## config.mk

```make
export PLATFORM = sky130hd
export DESIGN_NAME = tar_stream_file_extractor
export DESIGN_NICKNAME = d
export VERILOG_FILES = /design/src/tsfe_pkg.sv /design/src/tsfe_key_mem.sv /design/src/tsfe_out_reg.sv /design/src/tsfe_core.sv /design/src/tar_stream_file_extractor.sv
export SDC_FILE = /design/constraint.sdc
export NUM_CORES = 2
export LEC_CHECK = 0
export BUFFER_PORTS_ARGS = -buffer_cell sky130_fd_sc_hd__clkbuf_2
export CAP_MARGIN = 0
export CORE_AREA = 2 2 374 376
export DETAILED_ROUTE_END_ITERATION = 16
export DIE_AREA = 0 0 376 378
export PLACE_DENSITY = 0.45
export SYNTH_ARGS = -nofsm -noshare
export SYNTH_HDL_FRONTEND = slang
export SYNTH_HIERARCHICAL = 1
export SYNTH_SLANG_ARGS = --single-unit
```

## constraint.sdc

```tcl
create_clock -name i_clk -period 7.72 [get_ports i_clk]
set_input_delay 0.386 -clock i_clk [delete_from_list [all_inputs] [get_ports i_clk]]
set_output_delay 0.386 -clock i_clk [all_outputs]
set_load 0.02 [all_outputs]
```

## src/tsfe_pkg.sv

```systemverilog
// Shared constants, codes and types for the tar stream file extractor.
// No dependencies; every other file refers to this package by scoped names.
package tsfe_pkg;

    localparam int NAME_BYTES_DEF = 100;
    localparam int BLOCK_BYTES    = 512;
    localparam int OFFSET_W       = 9;
    localparam int SIZE_AT        = 124;
    localparam int SIZE_DIGITS    = 11;
    localparam int MAGIC_AT       = 257;
    localparam int MAGIC_LEN      = 5;
    localparam int SIZE_W         = 33;
    localparam int REM_W          = 34;
    localparam logic [7:0] ASCII_ZERO = 8'h30;

    localparam logic [1:0] KIND_KEY   = 2'd0;
    localparam logic [1:0] KIND_ARCH  = 2'd1;
    localparam logic [1:0] KIND_CLEAR = 2'd2;

    localparam logic [1:0] STATUS_DATA     = 2'd0;
    localparam logic [1:0] STATUS_EMPTY    = 2'd1;
    localparam logic [1:0] STATUS_NOTFOUND = 2'd2;

    typedef struct packed {
        logic [7:0] out_byte;
        logic [1:0] status;
        logic       is_last;
    } t_result;

    function automatic logic [7:0] magic_char(input logic [2:0] idx);
        logic [7:0] c;
        unique case (idx)
            3'd0:    c = 8'h75;
            3'd1:    c = 8'h73;
            3'd2:    c = 8'h74;
            3'd3:    c = 8'h61;
            3'd4:    c = 8'h72;
            default: c = 8'h00;
        endcase
        return c;
    endfunction

endpackage

```

## src/tsfe_key_mem.sv

```systemverilog
// Key store: single write port, one registered read port with write forwarding.
// Depends on tsfe_pkg for the default depth.
module tsfe_key_mem #(
    parameter int DEPTH = tsfe_pkg::NAME_BYTES_DEF,
    parameter int AW    = (DEPTH > 1) ? $clog2(DEPTH) : 1
) (
    input  logic          i_clk,
    input  logic          i_wr_en,
    input  logic [AW-1:0] i_wr_addr,
    input  logic [7:0]    i_wr_data,
    input  logic          i_rd_en,
    input  logic [AW-1:0] i_rd_addr,
    output logic [7:0]    o_rd_data
);

    logic [7:0] mem [DEPTH];
    logic [7:0] r_rd_data;

    always_ff @(posedge i_clk) begin
        if (i_wr_en) begin
            mem[i_wr_addr] <= i_wr_data;
        end
        if (i_rd_en) begin
            if (i_wr_en && (i_wr_addr == i_rd_addr)) begin
                r_rd_data <= i_wr_data;
            end else begin
                r_rd_data <= mem[i_rd_addr];
            end
        end
    end

    assign o_rd_data = r_rd_data;

endmodule

```

## src/tsfe_out_reg.sv

```systemverilog
// Result register between the parser and the output channel.
// Depends on tsfe_pkg for the result type.
module tsfe_out_reg (
    input  logic             i_clk,
    input  logic             i_rst_n,
    input  logic             i_load,
    input  tsfe_pkg::t_result i_res,
    output logic             o_free,
    output logic             o_out_valid,
    input  logic             i_out_stall,
    output logic [7:0]       o_out_byte,
    output logic [1:0]       o_status,
    output logic             o_is_last
);

    logic              r_valid;
    tsfe_pkg::t_result r_res;

    assign o_free = !r_valid || !i_out_stall;

    always_ff @(posedge i_clk) begin
        if (!i_rst_n) begin
            r_valid <= 1'b0;
        end else if (o_free) begin
            r_valid <= i_load;
        end
    end

    always_ff @(posedge i_clk) begin
        if (o_free && i_load) begin
            r_res <= i_res;
        end
    end

    assign o_out_valid = r_valid;
    assign o_out_byte  = r_res.out_byte;
    assign o_status    = r_res.status;
    assign o_is_last   = r_res.is_last;

endmodule

```

## src/tsfe_core.sv

```systemverilog
// Input register, header parser state machine and data/skip counting.
// Depends on tsfe_pkg; drives the key store ports and the result register.
module tsfe_core #(
    parameter int NAME_BYTES = tsfe_pkg::NAME_BYTES_DEF,
    parameter int AW         = (NAME_BYTES > 1) ? $clog2(NAME_BYTES) : 1
) (
    input  logic              i_clk,
    input  logic              i_rst_n,
    input  logic              i_in_valid,
    output logic              o_in_stall,
    input  logic [1:0]        i_kind,
    input  logic [7:0]        i_byte_value,
    input  logic              i_out_free,
    input  logic [7:0]        i_key_q,
    output logic              o_key_wr_en,
    output logic [AW-1:0]     o_key_wr_addr,
    output logic [7:0]        o_key_wr_data,
    output logic              o_key_rd_en,
    output logic [AW-1:0]     o_key_rd_addr,
    output logic              o_res_valid,
    output tsfe_pkg::t_result o_res
);

    localparam int KLW = $clog2(NAME_BYTES + 1);
    localparam int OW  = tsfe_pkg::OFFSET_W;
    localparam int SW  = tsfe_pkg::SIZE_W;
    localparam int RW  = tsfe_pkg::REM_W;
    localparam logic [OW-1:0] NAME_END   = OW'(NAME_BYTES);
    localparam logic [OW-1:0] SIZE_LO    = OW'(tsfe_pkg::SIZE_AT);
    localparam logic [OW-1:0] SIZE_HI    = OW'(tsfe_pkg::SIZE_AT + tsfe_pkg::SIZE_DIGITS);
    localparam logic [OW-1:0] MAGIC_LO   = OW'(tsfe_pkg::MAGIC_AT);
    localparam logic [OW-1:0] MAGIC_HI   = OW'(tsfe_pkg::MAGIC_AT + tsfe_pkg::MAGIC_LEN);
    localparam logic [OW-1:0] BLOCK_LAST = OW'(tsfe_pkg::BLOCK_BYTES - 1);
    localparam logic [RW-1:0] BLOCK_MASK = RW'(tsfe_pkg::BLOCK_BYTES - 1);

    typedef enum logic [1:0] {
        PH_HEADER,
        PH_DATA,
        PH_SKIP,
        PH_DONE
    } t_phase;

    logic            r_a_valid;
    logic [1:0]      r_a_kind;
    logic [7:0]      r_a_byte;
    logic [KLW-1:0]  r_key_length, n_key_length;
    logic [OW-1:0]   r_block_offset, n_block_offset;
    t_phase          r_phase, n_phase;
    logic [SW-1:0]   r_size, n_size;
    logic            r_name_eq, n_name_eq;
    logic            r_name_term, n_name_term;
    logic            r_magic_ok, n_magic_ok;
    logic [RW-1:0]   r_remaining, n_remaining;
    logic            n_res_valid;
    tsfe_pkg::t_result n_res;

    logic            fire;
    logic            key_full;
    logic            name_chk;
    logic [7:0]      key_cmp;
    logic            size_hit;
    logic [SW-1:0]   size_next;
    logic            magic_hit;
    logic            magic_bad;
    logic            v_eq;
    logic            v_term;
    logic [SW-1:0]   v_size;
    logic            v_ok;
    logic            block_end;
    logic [RW-1:0]   size_up;
    logic [RW-1:0]   rem_dec;
    logic [OW-1:0]   rd_offset;

    assign fire       = r_a_valid && i_out_free;
    assign o_in_stall = r_a_valid && !i_out_free;

    always_ff @(posedge i_clk) begin
        if (i_in_valid && !o_in_stall) begin
            r_a_kind <= i_kind;
            r_a_byte <= i_byte_value;
        end
    end

    assign key_full  = r_key_length >= KLW'(NAME_BYTES);
    assign name_chk  = (r_block_offset < NAME_END) && !r_name_term;
    assign key_cmp   = (r_block_offset < OW'(r_key_length)) ? i_key_q : 8'h00;
    assign size_hit  = (r_block_offset >= SIZE_LO) && (r_block_offset < SIZE_HI);
    assign size_next = {r_size[SW-4:0], 3'b000}
                       + (SW'(r_a_byte) - SW'(tsfe_pkg::ASCII_ZERO));
    assign magic_hit = (r_block_offset >= MAGIC_LO) && (r_block_offset < MAGIC_HI);
    assign magic_bad = magic_hit
                       && (r_a_byte != tsfe_pkg::magic_char(3'(r_block_offset - MAGIC_LO)));
    assign v_eq      = r_name_eq && !(name_chk && (r_a_byte != key_cmp));
    assign v_term    = r_name_term || (name_chk && (r_a_byte == 8'h00));
    assign v_size    = size_hit ? size_next : r_size;
    assign v_ok      = r_magic_ok && !magic_bad;
    assign block_end = r_block_offset == BLOCK_LAST;
    assign size_up   = (RW'(v_size) + BLOCK_MASK) & ~BLOCK_MASK;
    assign rem_dec   = r_remaining - RW'(1);

    always_comb begin
        n_key_length   = r_key_length;
        n_block_offset = r_block_offset;
        n_phase        = r_phase;
        n_size         = r_size;
        n_name_eq      = r_name_eq;
        n_name_term    = r_name_term;
        n_magic_ok     = r_magic_ok;
        n_remaining    = r_remaining;
        n_res_valid    = 1'b0;
        n_res          = '0;
        if (fire) begin
            case (r_a_kind)
                tsfe_pkg::KIND_KEY: begin
                    if (!key_full) begin
                        n_key_length = r_key_length + KLW'(1);
                    end
                end
                tsfe_pkg::KIND_ARCH: begin
                    unique case (r_phase)
                        PH_HEADER: begin
                            n_name_eq   = v_eq;
                            n_name_term = v_term;
                            n_size      = v_size;
                            n_magic_ok  = v_ok;
                            if (!block_end) begin
                                n_block_offset = r_block_offset + OW'(1);
                            end else begin
                                n_block_offset = '0;
                                n_name_eq      = 1'b1;
                                n_name_term    = 1'b0;
                                n_size         = '0;
                                n_magic_ok     = 1'b1;
                                if (!v_ok) begin
                                    n_phase        = PH_DONE;
                                    n_res_valid    = 1'b1;
                                    n_res.status   = tsfe_pkg::STATUS_NOTFOUND;
                                    n_res.is_last  = 1'b1;
                                end else if (v_eq && (v_term || key_full)) begin
                                    if (v_size == '0) begin
                                        n_phase       = PH_DONE;
                                        n_res_valid   = 1'b1;
                                        n_res.status  = tsfe_pkg::STATUS_EMPTY;
                                        n_res.is_last = 1'b1;
                                    end else begin
                                        n_remaining = RW'(v_size);
                                        n_phase     = PH_DATA;
                                    end
                                end else begin
                                    n_remaining = size_up;
                                    n_phase     = (size_up == '0) ? PH_HEADER : PH_SKIP;
                                end
                            end
                        end
                        PH_DATA: begin
                            n_res_valid    = 1'b1;
                            n_res.out_byte = r_a_byte;
                            n_res.status   = tsfe_pkg::STATUS_DATA;
                            n_res.is_last  = r_remaining <= RW'(1);
                            n_remaining    = rem_dec;
                            if (r_remaining <= RW'(1)) begin
                                n_phase = PH_DONE;
                            end
                        end
                        PH_SKIP: begin
                            n_remaining = rem_dec;
                            if (rem_dec == '0) begin
                                n_phase = PH_HEADER;
                            end
                        end
                        PH_DONE: begin
                        end
                        default: begin
                        end
                    endcase
                end
                tsfe_pkg::KIND_CLEAR: begin
                    n_key_length   = '0;
                    n_remaining    = '0;
                    n_block_offset = '0;
                    n_phase        = PH_HEADER;
                    n_size         = '0;
                    n_name_eq      = 1'b1;
                    n_name_term    = 1'b0;
                    n_magic_ok     = 1'b1;
                end
                default: begin
                end
            endcase
        end
    end

    always_ff @(posedge i_clk) begin
        if (!i_rst_n) begin
            r_a_valid      <= 1'b0;
            r_key_length   <= '0;
            r_block_offset <= '0;
            r_phase        <= PH_HEADER;
            r_size         <= '0;
            r_name_eq      <= 1'b1;
            r_name_term    <= 1'b0;
            r_magic_ok     <= 1'b1;
            r_remaining    <= '0;
        end else begin
            if (!o_in_stall) begin
                r_a_valid <= i_in_valid;
            end
            r_key_length   <= n_key_length;
            r_block_offset <= n_block_offset;
            r_phase        <= n_phase;
            r_size         <= n_size;
            r_name_eq      <= n_name_eq;
            r_name_term    <= n_name_term;
            r_magic_ok     <= n_magic_ok;
            r_remaining    <= n_remaining;
        end
    end

    // prefetch the key byte for the offset of the next header byte
    assign rd_offset     = i_rst_n ? n_block_offset : '0;
    assign o_key_rd_en   = rd_offset < NAME_END;
    assign o_key_rd_addr = rd_offset[AW-1:0];
    assign o_key_wr_en   = i_rst_n && fire && (r_a_kind == tsfe_pkg::KIND_KEY) && !key_full;
    assign o_key_wr_addr = r_key_length[AW-1:0];
    assign o_key_wr_data = r_a_byte;
    assign o_res_valid   = n_res_valid;
    assign o_res         = n_res;

    a_offset_header_only: assert property (@(posedge i_clk) disable iff (!i_rst_n)
        (r_phase != PH_HEADER) |-> (r_block_offset == '0))
        else $error("block offset left nonzero outside header phase");

    a_remaining_live: assert property (@(posedge i_clk) disable iff (!i_rst_n)
        ((r_phase == PH_DATA) || (r_phase == PH_SKIP)) |-> (r_remaining != '0))
        else $error("data or skip phase with nothing remaining");

    a_key_bound: assert property (@(posedge i_clk) disable iff (!i_rst_n)
        r_key_length <= KLW'(NAME_BYTES))
        else $error("key length beyond name field");

    a_last_ends: assert property (@(posedge i_clk) disable iff (!i_rst_n)
        (o_res_valid && o_res.is_last) |=> (r_phase == PH_DONE))
        else $error("final beat did not end the search");

    a_result_from_archive: assert property (@(posedge i_clk) disable iff (!i_rst_n)
        o_res_valid |-> (fire && (r_a_kind == tsfe_pkg::KIND_ARCH)))
        else $error("result without an archive beat");

endmodule

```

## src/tar_stream_file_extractor.sv

```systemverilog
// Finds the file named by the loaded key in a ustar archive streamed one byte
// per beat and streams its data bytes out. One beat is accepted every cycle,
// sustained, whatever the kind, while the input is not stalled; a result is
// presented from the result register after its beat passes the input register.
// An output stall holds a valid result and stalls the input once the input
// register holds a beat. No clearing pass follows reset: the key length gates
// every key read from the single key memory, prefetched for the next header byte.
module tar_stream_file_extractor #(
    parameter int NAME_BYTES = tsfe_pkg::NAME_BYTES_DEF
) (
    input  logic       i_clk,
    input  logic       i_rst_n,
    input  logic       i_in_valid,
    output logic       o_in_stall,
    input  logic [1:0] i_kind,
    input  logic [7:0] i_byte_value,
    output logic       o_out_valid,
    input  logic       i_out_stall,
    output logic [7:0] o_out_byte,
    output logic [1:0] o_status,
    output logic       o_is_last
);

    localparam int AW = (NAME_BYTES > 1) ? $clog2(NAME_BYTES) : 1;

    logic              out_free;
    logic [7:0]        key_q;
    logic              key_wr_en;
    logic [AW-1:0]     key_wr_addr;
    logic [7:0]        key_wr_data;
    logic              key_rd_en;
    logic [AW-1:0]     key_rd_addr;
    logic              res_valid;
    tsfe_pkg::t_result res;

    tsfe_key_mem #(
        .DEPTH (NAME_BYTES),
        .AW    (AW)
    ) u_key_mem (
        .i_clk     (i_clk),
        .i_wr_en   (key_wr_en),
        .i_wr_addr (key_wr_addr),
        .i_wr_data (key_wr_data),
        .i_rd_en   (key_rd_en),
        .i_rd_addr (key_rd_addr),
        .o_rd_data (key_q)
    );

    tsfe_core #(
        .NAME_BYTES (NAME_BYTES),
        .AW         (AW)
    ) u_core (
        .i_clk         (i_clk),
        .i_rst_n       (i_rst_n),
        .i_in_valid    (i_in_valid),
        .o_in_stall    (o_in_stall),
        .i_kind        (i_kind),
        .i_byte_value  (i_byte_value),
        .i_out_free    (out_free),
        .i_key_q       (key_q),
        .o_key_wr_en   (key_wr_en),
        .o_key_wr_addr (key_wr_addr),
        .o_key_wr_data (key_wr_data),
        .o_key_rd_en   (key_rd_en),
        .o_key_rd_addr (key_rd_addr),
        .o_res_valid   (res_valid),
        .o_res         (res)
    );

    tsfe_out_reg u_out_reg (
        .i_clk       (i_clk),
        .i_rst_n     (i_rst_n),
        .i_load      (res_valid),
        .i_res       (res),
        .o_free      (out_free),
        .o_out_valid (o_out_valid),
        .i_out_stall (i_out_stall),
        .o_out_byte  (o_out_byte),
        .o_status    (o_status),
        .o_is_last   (o_is_last)
    );

endmodule
```

==> impl_metrics.prom <==
# TYPE chip_impl_metric gauge
chip_impl_info{name="clock-root-buffer",value="clkbuf_16"} 1
chip_impl_metric{name="global_route.overflow_total",unit=""} 0
chip_impl_metric{name="drive_gt1_frac",unit=""} 0.158
chip_impl_metric{name="grt_antenna_before_repair",unit=""} 1
chip_impl_metric{name="timing.slew.headroom",unit=""} 0.154
chip_impl_metric{name="post_synth_num_cell_types",unit=""} 97
chip_impl_metric{name="drcViolationCount",unit=""} 0
chip_impl_metric{name="leakage",unit="µW"} 0.0145
chip_impl_metric{name="number_of_global_route_vias_before_repair",unit=""} 25200
chip_impl_info{name="worst_r2r_endpoint",value="u_core/r_remaining[28]"} 1
chip_impl_info{name="result_of_the_run",value="completed"} 1
chip_impl_info{name="cts_tree",value="done"} 1
chip_impl_info{name="hold_class",value="in2reg"} 1
chip_impl_metric{name="design.die.area",unit="mm²"} 0.142
chip_impl_metric{name="cts_made_buffers",unit=""} 104
chip_impl_metric{name="tightestPinTransition",unit="ps"} 1270
chip_impl_metric{name="fp.coreArea",unit="mm²"} 0.139
chip_impl_metric{name="timing.final.crit_period",unit="ps"} 6550
chip_impl_metric{name="die_width",unit="µm"} 376
chip_impl_metric{name="routedWlPerCell",unit="µm"} 24.5
chip_impl_metric{name="register_area_share_after_synthesis",unit=""} 0.647
chip_impl_metric{name="die_h",unit="µm"} 378
chip_impl_metric{name="hold_violations",unit=""} 0
chip_impl_metric{name="worstSkewPairLatency",unit="ps"} 710
chip_impl_metric{name="synthesis.area",unit="mm²"} 0.0413
chip_impl_metric{name="irDropWorstVdd",unit="mV"} 0.172
chip_impl_metric{name="initial_core_util",unit=""} 0.298
chip_impl_metric{name="setup_violations",unit=""} 0
chip_impl_metric{name="synth_edf_count",unit=""} 829
chip_impl_info{name="cp-start-kind",value="register"} 1
chip_impl_metric{name="aggregate_routed_wire_length",unit="µm"} 116000
chip_impl_metric{name="upper_clock_frequency_limit",unit="MHz"} 153
chip_impl_metric{name="power-per-cell-area",unit="mW/mm²"} 235
chip_impl_metric{name="postSynthRegisterBits",unit=""} 919
chip_impl_info{name="yosys-top-cells-area",value="edfxtp_1, mux4_2, dfxtp_1"} 1
chip_impl_metric{name="ios",unit=""} 27
chip_impl_metric{name="maximum_number_of_pins_on_one_net_before_global_route_repair",unit=""} 93
chip_impl_info{name="dominantRegCellSynth",value="edfxtp_1"} 1
chip_impl_metric{name="area_overhead_of_the_layout_relative_to_synthesis",unit="%"} 13.9
chip_impl_metric{name="postSynthAreaPerCell",unit="µm²"} 14.8
chip_impl_metric{name="resize_count_post_cts",unit=""} 0
chip_impl_metric{name="fraction_of_synthesized_cell_area_taken_by_the_top_area_cell_type",unit=""} 0.603
chip_impl_metric{name="vias",unit=""} 25100
chip_impl_metric{name="placed_cell_area",unit="mm²"} 0.0434
chip_impl_metric{name="routed_via_density",unit=""} 5.31
chip_impl_metric{name="critical_path_arrival",unit="ps"} 7140
chip_impl_metric{name="layout.filler_cells",unit=""} 13300
chip_impl_metric{name="detailedRoute.firstIterationViolations",unit=""} 2366
chip_impl_metric{name="critical_path_required",unit="ps"} 8310
chip_impl_metric{name="instance_count_along_the_most_critical_hold_path",unit=""} 3
chip_impl_metric{name="post_synth_inst_count",unit=""} 2781
chip_impl_info{name="synth_common_cells",value="edfxtp_1, nor2_1, mux4_2"} 1
chip_impl_info{name="synth_largest_area_cell",value="edfxtp_1"} 1
chip_impl_metric{name="placement.io_buffers",unit=""} 26
chip_impl_metric{name="cts.sink_count",unit=""} 919
chip_impl_metric{name="worst_reg2reg_setup_slack",unit="ps"} 1170
chip_impl_metric{name="synth.yosys.warnings",unit=""} 6
chip_impl_metric{name="fin_crit_sh",unit=""} 0.848
chip_impl_metric{name="htree_num_levels",unit=""} 3
chip_impl_metric{name="async_reset_ff_frac",unit=""} 0
chip_impl_metric{name="postCtsSetupBuffers",unit=""} 0
chip_impl_metric{name="grt_util_all_layers",unit=""} 0.161
chip_impl_info{name="critPathKind",value="reg2reg"} 1
chip_impl_metric{name="worstRegToRegCells",unit=""} 16
chip_impl_info{name="rsz0062_at_grt",value="false"} 1
chip_impl_metric{name="skew",unit="ps"} 48.5
chip_impl_metric{name="drt_pass1_iterations",unit=""} 6
chip_impl_metric{name="critical_path.max_fanout",unit=""} 75
chip_impl_metric{name="fin_setup_tns",unit="ps"} 0
chip_impl_metric{name="fin_total_pwr",unit="µW"} 11100
chip_impl_metric{name="drv.max_cap_violation_count",unit=""} 0
chip_impl_metric{name="cts.clk_slew.worst_paths",unit="ps"} 60
chip_impl_metric{name="drtAntennaViolNets",unit=""} 0
chip_impl_metric{name="antennaDiodeCount",unit=""} 0
chip_impl_metric{name="final_std_cell_area_no_fill",unit="mm²"} 0.0470
chip_impl_info{name="endpoint_type_of_the_worst_setup_path",value="register"} 1
chip_impl_metric{name="core.rowCount",unit=""} 137
chip_impl_metric{name="finish.net_count",unit=""} 2895
chip_impl_metric{name="final_max_tran_viols",unit=""} 0
chip_impl_info{name="critical_path.reg2reg.startpoint",value="u_core/o_key_wr_data[4]"} 1
chip_impl_info{name="min_from",value="i_rst_n"} 1
chip_impl_metric{name="number_of_nets_in_the_synthesized_netlist",unit=""} 2851
chip_impl_metric{name="detailed_place_hpwl",unit="µm"} 73900
chip_impl_metric{name="place_congestion",unit=""} 0.843
chip_impl_metric{name="cts-root-to-sink-buffers",unit=""} 3
chip_impl_metric{name="grt_pass1_wl",unit="µm"} 171000
chip_impl_info{name="yosysMostFrequentCell",value="edfxtp_1"} 1
chip_impl_metric{name="hold_slack",unit="ps"} 200
chip_impl_info{name="end_point_of_the_most_critical_hold_path",value="u_core/r_name_eq"} 1
-- state kept, by name, indices dropped and copies added (netlist names), 2 cells and up --
name                   flops
u_out_reg/o_status         2
u_core/r_phase             2
u_core/r_block_offset      9
u_core/r_size             33
u_key_mem/o_rd_data        8
u_core/r_a_kind            2
u_core/r_remaining        34
u_key_mem/mem            800
u_core/o_key_wr_data       8
u_out_reg/o_out_byte       8
u_core/o_key_wr_addr       7
-- per-stage QoR --
step / utilization / cells / setup WS, ps
3_3_place_gp: 0.313 / 4514 / 1290
6_report: 0.339 / 4720 / 1170
5_1_grt: 0.339 / 4720 / 863
2_1_floorplan: - / 2781 / 493
3_5_place_dp: 0.313 / 4514 / 1130
4_1_cts: 0.339 / 4720 / 1150
-- layout make-up --
type	instances	area, µm²	area share
inverter	45	169	0.00360
sequential	919	26700	0.568
tap	1807	2260	0.0481
timing repair buffer	96	761	0.0162
clock inverter	65	737	0.0157
clock buffer	129	2760	0.0588
multi-input combinational	1659	13600	0.289
-- routing by layer --
metal / up-vias / track usage / share of wire
met5: - / 0 / 0
met2: 718 / 0.264 / 0.48
met1: 13000 / 0.222 / 0.45
met3: 154 / 0.0265 / 0.050
met4: 0 / 0.0426 / 0.023
li1: 11200 / - / -
-- worst max path at each step --
stage	slack, ps	from	cells after the start	end
floorplan	490	u_core/o_key_wr_data[5]	15	u_out_reg/o_is_last
global placement	1290	u_core/o_key_wr_data[4]	16	u_core/r_remaining[30]
detailed placement	1130	u_core/o_key_wr_data[4]	16	u_core/r_remaining[28]
CTS	1150	u_core/o_key_wr_data[4]	16	u_core/r_remaining[28]
global route	860	u_core/o_key_wr_data[4]	16	u_out_reg/o_out_byte[1]
finish	1170	u_core/o_key_wr_data[4]	16	u_core/r_remaining[28]
-- cells by family after synthesis --
kind of cell / count (synthesis) / synth area share
simple gates: 761 / 0.0903
fa+ha+maj: 56 / 0.0172
xor+xnor: 68 / 0.0144
mux: 304 / 0.126
flops: 919 / 0.647
compound gates: 470 / 0.0798
buf+inv: 203 / 0.0250
-- power by group --
| group | switching [µW] | internal [µW] |
|---|---|---|
| clock | 2030 | 2980 |
| combinational | 369 | 187 |
| sequential | 15.1 | 5470 |
| total | 2420 | 8640 |
-- placed cells by master (no fill, tap or decap), drive strengths merged, types with 16 or more instances in the layout --
cell type	instances
nor2	245
a21oi	101
clkbuf	155
nor3	56
a211oi	23
dfxtp	90
a2111oi	16
inv	46
o31ai	17
nand3	78
xnor2	42
mux4	172
ha	55
a32o	16
o21ai	79
edfxtp	829
nor4	33
a22oi	55
xor2	26
o211ai	18
clkinv	48
buf	58
nor2b	32
nand4	39
nand2	168
or3	17
mux2i	122
and2	19
a31oi	18
-- worst max-delay path, stage by stage, from the launching register on --
cell	delay (ps)
edfxtp_1	360
buf_4	340
buf_4	690
a21oi_1	200
xor2_1	180
ha_1	390
o211ai_1	160
o21ai_0	470
nand4_1	260
a31oi_1	470
mux2i_1	130
or4_1	570
o31ai_1	630
and3b_1	350
a21bo_1	570
nand2_2	270
a32o_1	300
-- repair_timing --
item | in CTS | in global routing
endpoints found under the setup margin | 0 | 0
hold buffers | 12 | 0
endpoints found under the hold margin | 12 | 0
(Power assumes the default switching activity.)
